**src/hw/rtl/hds_pkg.sv**
```systemverilog
// Package with the shared types and constants of the heat diffusion block.
`timescale 1ns / 1ps
package hds_pkg;
   localparam int GRID = 64;
   localparam int IDX_W = $clog2(GRID);
   localparam int ADDR_W = 2 * IDX_W;
   localparam int SIZE_W = 7;
   localparam int STEP_W = 24;
   localparam int COEF_W = 16;
   localparam int TEMP_W = 32;

   localparam logic [1:0] OP_WRITE = 2'd0;
   localparam logic [1:0] OP_READ  = 2'd1;
   localparam logic [1:0] OP_RUN   = 2'd2;

   localparam logic [1:0] CSR_GRID_SIZE  = 2'd0;
   localparam logic [1:0] CSR_STEP_COUNT = 2'd1;
   localparam logic [1:0] CSR_COEF_X     = 2'd2;
   localparam logic [1:0] CSR_COEF_Y     = 2'd3;

   typedef enum logic [3:0] {
      ST_IDLE, ST_READ, ST_COPY, ST_CP_LAST, ST_FETCH, ST_CALC, ST_MUL, ST_SUM,
      ST_WRITE, ST_DONE
   } state_type;

   // Commands from the controller to the datapath.
   typedef struct packed {
      logic             copy_rd;
      logic             copy_wr;
      logic             fetch;
      logic [2:0]       fetch_sel;
      logic             calc;
      logic             mul;
      logic             sum;
      logic             write_back;
      logic [ADDR_W-1:0] copy_addr;
      logic [IDX_W-1:0] cell_row;
      logic [IDX_W-1:0] cell_col;
   } cmd_type;
endpackage

```
**src/hw/rtl/hds_controller.sv**
```systemverilog
// Controller of the heat diffusion block: item handshake and sweep sequencing.
`timescale 1ns / 1ps
module hds_controller (
   input  logic                        clock,
   input  logic                        reset,
   input  logic                        req_valid,
   output logic                        req_stall,
   input  logic [1:0]                  req_operation,
   input  logic [hds_pkg::IDX_W-1:0]   req_row,
   input  logic [hds_pkg::IDX_W-1:0]   req_column,
   output logic                        rsp_valid,
   input  logic                        rsp_stall,
   output logic                        rsp_run_done,
   input  logic [hds_pkg::SIZE_W-1:0]  grid_size,
   input  logic [hds_pkg::STEP_W-1:0]  step_count,
   output hds_pkg::cmd_type            cmd,
   output logic                        host_we,
   output logic                        host_re,
   output logic                        rsp_load
);
   import hds_pkg::*;

   state_type state_ff, state_in;
   logic [STEP_W-1:0] step_ff, step_in;
   logic [ADDR_W-1:0] caddr_ff, caddr_in;
   logic [IDX_W-1:0] row_ff, row_in, col_ff, col_in;
   logic [2:0] sel_ff, sel_in;
   logic rsp_valid_ff, rsp_valid_in, done_ff, done_in;
   logic [SIZE_W-1:0] n_eff;
   logic accept, out_free, last_row, last_col;

   assign n_eff = (grid_size > SIZE_W'(GRID)) ? SIZE_W'(GRID) : grid_size;
   assign out_free = !rsp_valid_ff || !rsp_stall;
   assign req_stall = (state_ff != ST_IDLE) || !out_free;
   assign accept = req_valid && !req_stall;
   assign last_row = (SIZE_W'(row_ff) + SIZE_W'(2)) >= n_eff;
   assign last_col = (SIZE_W'(col_ff) + SIZE_W'(2)) >= n_eff;

   // Next state.
   always_comb begin
      state_in = state_ff;
      unique case (state_ff)
         ST_IDLE: begin
            if (accept && req_operation == OP_READ) begin
               state_in = ST_READ;
            end else if (accept && req_operation == OP_RUN) begin
               state_in = (step_count == '0 || n_eff < SIZE_W'(3)) ? ST_DONE : ST_COPY;
            end
         end
         ST_READ:    state_in = ST_IDLE;
         ST_COPY:    if (&caddr_ff) state_in = ST_CP_LAST;
         ST_CP_LAST: state_in = ST_FETCH;
         ST_FETCH:   if (sel_ff == 3'd4) state_in = ST_CALC;
         ST_CALC:    state_in = ST_MUL;
         ST_MUL:     state_in = ST_SUM;
         ST_SUM:     state_in = ST_WRITE;
         ST_WRITE: begin
            if (!(last_row && last_col)) state_in = ST_FETCH;
            else if (step_ff == STEP_W'(1)) state_in = ST_DONE;
            else state_in = ST_COPY;
         end
         ST_DONE:    if (out_free) state_in = ST_IDLE;
         default:    state_in = ST_IDLE;
      endcase
   end

   // Outputs and counters.
   always_comb begin
      cmd = '0;
      cmd.copy_addr = caddr_ff;
      cmd.cell_row = row_ff;
      cmd.cell_col = col_ff;
      cmd.fetch_sel = sel_ff;
      host_we = 1'b0;
      host_re = 1'b0;
      rsp_load = 1'b0;
      step_in = step_ff;
      caddr_in = caddr_ff;
      row_in = row_ff;
      col_in = col_ff;
      sel_in = sel_ff;
      rsp_valid_in = rsp_valid_ff && rsp_stall;
      done_in = done_ff;
      unique case (state_ff)
         ST_IDLE: begin
            cmd.cell_row = req_row;
            cmd.cell_col = req_column;
            host_we = accept && req_operation == OP_WRITE;
            host_re = accept && req_operation == OP_READ;
            step_in = step_count;
            caddr_in = '0;
         end
         ST_READ: begin
            rsp_valid_in = 1'b1;
            done_in = 1'b0;
            rsp_load = 1'b1;
         end
         ST_COPY: begin
            cmd.copy_rd = 1'b1;
            cmd.copy_wr = caddr_ff != '0;
            caddr_in = caddr_ff + ADDR_W'(1);
            row_in = IDX_W'(1);
            col_in = IDX_W'(1);
            sel_in = 3'd0;
         end
         ST_CP_LAST: cmd.copy_wr = 1'b1;
         ST_FETCH: begin
            cmd.fetch = 1'b1;
            sel_in = sel_ff + 3'd1;
         end
         ST_CALC: cmd.calc = 1'b1;
         ST_MUL:  cmd.mul = 1'b1;
         ST_SUM:  cmd.sum = 1'b1;
         ST_WRITE: begin
            cmd.write_back = 1'b1;
            sel_in = 3'd0;
            if (last_col) begin
               col_in = IDX_W'(1);
               row_in = row_ff + IDX_W'(1);
            end else begin
               col_in = col_ff + IDX_W'(1);
            end
            if (last_row && last_col) step_in = step_ff - STEP_W'(1);
         end
         ST_DONE: begin
            if (out_free) begin
               rsp_valid_in = 1'b1;
               done_in = 1'b1;
               rsp_load = 1'b1;
            end
         end
         default: ;
      endcase
   end

   always_ff @(posedge clock) begin
      if (reset) begin
         state_ff <= ST_IDLE;
         rsp_valid_ff <= 1'b0;
      end else begin
         state_ff <= state_in;
         rsp_valid_ff <= rsp_valid_in;
      end
      step_ff <= step_in;
      caddr_ff <= caddr_in;
      row_ff <= row_in;
      col_ff <= col_in;
      sel_ff <= sel_in;
      done_ff <= done_in;
   end

   assign rsp_valid = rsp_valid_ff;
   assign rsp_run_done = done_ff;
endmodule

```
**config.mk**
```make
export PLATFORM = sky130hd
export DESIGN_NAME = hds_controller
export DESIGN_NICKNAME = d
export VERILOG_FILES = /design/src/hw/rtl/hds_pkg.sv /design/src/hw/rtl/hds_controller.sv
export SDC_FILE = /design/constraint.sdc
export NUM_CORES = 1
export LEC_CHECK = 0
export CAP_MARGIN = 20
export CORE_UTILIZATION = 45
export CTS_CLUSTER_DIAMETER = 40
export CTS_CLUSTER_SIZE = 24
export DETAILED_ROUTE_END_ITERATION = 6
export DONT_BUFFER_PORTS = 1
export SLEW_MARGIN = 20
export SYNTH_ARGS = -nofsm -noshare
export SYNTH_HDL_FRONTEND = slang
export SYNTH_SLANG_ARGS = --single-unit
```
**constraint.sdc**
```tcl
create_clock -name clock -period 5.6 [get_ports clock]
set_input_delay 0.56 -clock clock [delete_from_list [all_inputs] [get_ports clock]]
set_output_delay 0.56 -clock clock [all_outputs]
set_load 0.05 [all_outputs]
```
# After elaboration in Yosys (flattened, before gate mapping)
# Index checks and enable logic that the tools add are counted.
dict set report op_classes {
  n_addsub 7
  n_lt_le_gt_ge 4
  eq_ne 19
  muxes 34
  n_reduce_logical 29
}
# cell count
set op_table {}
lappend op_table {{24-bit case mux with 2 select lines} 1}
lappend op_table {{4-bit case mux with 9 select lines} 1}
lappend op_table {{4-bit two-way mux} 8}
lappend op_table {{24-bit by 1-bit == test with 1-bit output, second input constant} 1}
lappend op_table {{24-bit zero test} 1}
lappend op_table {{24-bit two-way mux} 1}
lappend op_table {{12-bit case mux with 2 select lines} 1}
lappend op_table {{6-bit case mux with 2 select lines} 2}
lappend op_table {{24-bit by 1-bit subtractor with 24-bit output, second input constant} 1}
lappend op_table {{4-bit by 3-bit == test with 1-bit output, second input constant} 4}
lappend op_table {{6-bit by 2-bit adder with 7-bit output, second input constant} 2}
lappend op_table {{7-bit >= comparator} 2}
lappend op_table {{12-bit by 1-bit adder with 12-bit output, second input constant} 1}
lappend op_table {{6-bit by 1-bit adder with 6-bit output, second input constant} 2}
lappend op_table {{12-bit two-way mux} 1}
lappend op_table {{6-bit two-way mux} 2}
lappend op_table {{12-bit AND reduction} 1}
lappend op_table {{12-bit nonzero test} 1}
lappend op_table {{1-bit two-way mux} 11}
lappend op_table {{2-bit != test, second input constant} 5}
lappend op_table {{2-bit nonzero test} 5}
lappend op_table {{4-bit by 2-bit == test with 1-bit output, second input constant} 2}
lappend op_table {{4-bit == test, second input constant} 2}
lappend op_table {{1-bit case mux with 2 select lines} 4}
lappend op_table {{19 further kinds} 31}
dict set report totals {
  reg_bits 57
  input_bits 49
  out_inout_bits 40
  word_cells 101
}

# Longest topological paths before layout
dict set report logic_depth {
  depth_word 10
  depth_mapped 10
  mapped_depth_nobuf 10
}

# Worst setup path before layout
# Ideal clock, no wire load.
dict set report synth_path {
  kind {in2reg}
  from {input port grid_size[6] (netlist bit)}
  to {register step_ff[0] (enable)}
  setup_ns 0.425
  t_arrival_ns 2.669
  required_time_ns 5.175
  path_slack_ns 2.506
  stages 10
  n_path_buf 0
  path_cell_list {inv_1 nand2_1 ha_1 a21oi_1 o21ai_0 maj3_1 a211o_1 a31o_2 nand3_1 nand2_1}
}
dict set report synth_between {
  elab_chain_cells 6
  word_cells_on_any_way 7
  cone_classes {3 x order compare; 1 x eq/ne; 1 x mux; 2 x reduce/logical}
}
# item line
set synth_lines {}
lappend synth_lines {{start, declared} hds_controller.sv:14} ;# input logic [hds_pkg::SIZE_W-1:0] grid_size,
lappend synth_lines {{7-bit greater-than comparator} hds_controller.sv:32} ;# assign n_eff = (grid_size > SIZE_W'(GRID)) ? SIZE_W'(GRID) : grid_size;
lappend synth_lines {{7-bit two-way mux (*)} hds_controller.sv:32}
lappend synth_lines {{7-bit >= comparator, on equally long branches} {hds_controller.sv:36, hds_controller.sv:37}}
lappend synth_lines {{1-bit logical AND (*)} hds_controller.sv:123} ;# if (last_row && last_col) step_in = step_ff - STEP_W'(1);
lappend synth_lines {{2-bit != test (no line) (*)} n/a}
lappend synth_lines {{2-bit AND reduction (no line) (*)} n/a}
lappend synth_lines {{end signal, assigned} hds_controller.sv:144} ;# step_ff <= step_in;
lappend synth_lines {{end, declared} hds_controller.sv:24} ;# logic [STEP_W-1:0] step_ff, step_in;
# Every way passes the cells marked *; elsewhere a longest branch is shown, timed or not.
# A chain may end at the register's enable or synchronous reset.

# Worst setup path in the final report
dict set report layout_path {
  from {register col_ff[2]}
  to {register step_ff[6] (enable)}
}
dict set report layout_between {
  elab_chain_cells 5
}
# item line
set layout_lines {}
lappend layout_lines {{start, declared} hds_controller.sv:26} ;# logic [IDX_W-1:0] row_ff, row_in, col_ff, col_in;
lappend layout_lines {{start signal, assigned} hds_controller.sv:147} ;# col_ff <= col_in;
lappend layout_lines {{6-bit by 2-bit adder with 7-bit output} hds_controller.sv:37} ;# assign last_col = (SIZE_W'(col_ff) + SIZE_W'(2)) >= n_eff;
lappend layout_lines {{7-bit >= comparator} hds_controller.sv:37}
lappend layout_lines {{1-bit logical AND} hds_controller.sv:123}
lappend layout_lines {{2-bit != test (no line)} n/a}
lappend layout_lines {{2-bit AND reduction (no line)} n/a}
# Every way passes these cells.

==> metrics.md <==
| Metric | Value |
|---|---|
| Die outline area | 8930 um2 |
| Met1 GRT Util | 0.259 |
| Total of hold buffers inserted after clock tree synthesis | 0 |
| Antenna violations before repair | 0 |
| Launch point of the worst hold path | reset |
| Post-synth EDFFs | 52 |
| Count of mapped cells out of synthesis | 435 |
| Total Routed Length | 8570 um |
| Power per unit of standard cell area | 478 nW/um2 |
| Slack of the worst reg-to-reg path | 2.15 ns |
| Number of failing hold endpoints at the final stage | 0 |
| Timing-limited maximum frequency | 289 MHz |
| Worst slack at placement | 2.08 ns |
| GRT met2 Usage | 0.332 |
| RePlAce Congestion | 0.794 |
| Maximum buffer depth of the clock tree | 2 |
| Global-route met3 utilization | 0.0330 |
| Run status | completed |
| Most frequent cell after synthesis | nand2_1 |
| Post-layout total power | 1.99 mW |
| Number of nets with antenna violations after detailed routing | 0 |
| I/O Pins | 89 |
| Pin count of the biggest net entering global routing | 51 |
| Placed instance count | 526 |
| CTS HTree Levels | 3 |
| Net count reported at finish | 501 |
| Layout Skew | 0.0117 ns |
| Number of DRC markers in iteration 0 | 214 |
| Synth-to-Final Area Change | 8.36% |
| Endpoint of the worst-slack reg-to-reg timing path | step_ff[6] |
| Portion of the clock cycle consumed by the worst path in the final layout | 0.617 |
| Number of sinks on the clock net | 57 |
| Starting Density | 0.466 |
| IO Port Bufs | 0 |
| Drt drc | 0 |
| Yosys synthesis warning count | 0 |
| Final slew viol count | 0 |
| Site Rows | 33 |
| Type of the most critical hold path | in2reg |
| Worst path arrival time | 3.28 ns |
| Nature of the critical path endpoint | flip-flop |
| Synth Net Count | 504 |
| Cts repair resizes | 0 |
| Kind of critical path | reg2reg |
| Normalized max-slew margin | 0.281 |
| Area contributors post-synth | edfxtp_1, nand2_1, ha_1 |
| Average wire per standard cell | 15.8 um |
| Post-CTS setup buffer count | 0 |
| Worst-path clk slew | 0.07 ns |
| Clock buffer count from CTS | 9 |
| Worst setup slack after layout | 2.15 ns |
| Clock network latency to the later pin of the worst-skew pair | 0.33 ns |
| Top post-synthesis cells by count | nand2_1, edfxtp_1, nor2_1, o21ai_0, xnor2_1 |
| Die X | 94.5 um |
| Data required time of the critical path | 5.42 ns |
| Transition at the pin with the smallest max-transition slack | 1.08 ns |
| Endpoint of the worst hold-timing path | rsp_valid |
| Pre-Repair DR Iteration Count | 4 |
| Share of final-layout standard cells stronger than drive strength 1 | 0.0664 |
| Vias in the first global route | 2908 |
| Period minus WS final | 3.45 ns |
| Post-layout instance count excluding filler cells | 542 |
| Fraction of synthesized cell area taken by the top area cell type | 0.406 |
| Setup Viol. Count Final | 0 |
| CTS tree | yes |
| Number of maximum-capacitance violations | 0 |
| Startpoint of the most critical register-to-register path | col_ff[2] |
| Setup repair after global routing missed its margin | false |
| Ant diodes | 0 |
| Fraction of the yosys area taken by sequential cells | 0.432 |
| Average cell area after synthesis | 8.85 um2 |
| Routed via count | 3064 |
| Detail Placement HPWL | 6240 um |
| Async S/R FF share, synth | 0 |
| Number of register bits inferred by synthesis | 57 |
| Overall track demand over capacity in global routing | 0.199 |
| Startpoint kind of the worst setup timing path | flip-flop |
| Count of different cell masters after synthesis | 43 |
| CTS root buffer | clkbuf_8 |
| Post-DR vias/cell | 5.65 |
| Wire length of the first global-routing pass | 13600 um |
| Worst R2R Path Depth | 9 |
| Mapped Area | 3850 um2 |
| Instance area after placement | 3970 um2 |
| Highest fanout seen on the critical path | 24 |
| Area of all placed cells without fillers | 4170 um2 |
| Die Ht | 94.5 um |
| Synth Flop Type | edfxtp_1 |
| P_leak | 1.56 nW |
| Hold path cells | 1 |
| GRT busiest layer | met2 |
| Total congestion overflow after global routing | 0 |
| Core area | 8260 um2 |
| Maximum vdd ir drop | 0.265 mV |
| Fin Setup TNS | 0 ns |
| Cell type contributing the most total cell area after synthesis | edfxtp_1 |
-- per-layer routing --
metal / vias to the layer above / share of wire
li1: 1537 / -
met1: 1420 / 0.46
met2: 100 / 0.47
met3: 7 / 0.057
met4: 0 / 0.0093
met5: - / 0
-- layout make-up --
| type | count | area [um2] |
|---|---|---|
| fillers | 805 | 4090 |
| multi-input cells | 343 | 2070 |
| flip-flops and latches | 57 | 1660 |
| clock buffers | 12 | 135 |
| well taps | 105 | 131 |
| clock inverters | 4 | 67.6 |
| inverters | 15 | 56.3 |
| repair buffers | 6 | 45.0 |
-- power by group --
group	internal [mW]	switching (mW)
registers	0.627	0.268
clock network	0.248	0.159
logic	0.194	0.497
-- flip-flops by register name, indices dropped and copies added (netlist names) --
register and count:
rsp_run_done 1, step_ff 24, state_ff 4, sel_ff 3, rsp_valid 1, caddr_ff 12
col_ff 6, row_ff 6
-- critical path, stage by stage (launching register included) --
cell and delay (ns):
edfxtp_1 0.47, ha_1 0.32, ha_1 0.29, a21oi_1 0.13, o21ai_0 0.09, maj3_1 0.33, a211o_1 0.29, a31o_2 0.29
nand3_1 0.09, nand2_1 0.64
-- stage by stage --
step / hold WS, ns / util
global placement: 0.618 / 0.480
CTS: 0.276 / 0.505
global route: 0.277 / 0.505
floorplan: 0.593 / -
detailed placement: 0.623 / 0.480
finish: 0.292 / 0.505
-- cell usage in the layout, fill, tap and decap left out, types with 9 or more instances in the layout --
cell	count
nor4_1	12
xor2_1	20
xnor2_1	25
or3_1	10
o21ai_0	26
ha_1	20
nor2b_1	9
a21oi_1	9
clkbuf_8	9
nor2_1	37
nand3_1	11
nand2_1	89
edfxtp_1	52
nor3_1	15
inv_1	15
-- cells by family (layout without fill, tap and decap cells) --
logic type,count (synthesis),in the layout,share of synthesized area
compound gates,63,63,0.0969
xor+xnor,45,45,0.102
fa+ha+maj,21,21,0.0676
buf+inv,35,37,0.0341
flops,57,57,0.432
simple gates,214,214,0.267
-- worst max-delay path by stage --
stage,startpoint,endpoint,slack (ns),cells past startpoint
2_1_floorplan,grid_size[6],step_ff[0],2.51,10
3_5_place_dp,grid_size[6],step_ff[14],2.08,10
6_report,col_ff[2],step_ff[6],2.15,9
5_1_grt,col_ff[2],step_ff[6],1.88,9
4_1_cts,col_ff[2],step_ff[10],2.12,9
3_3_place_gp,grid_size[6],step_ff[15],2.13,10
Power figures use the tool's default switching activity.
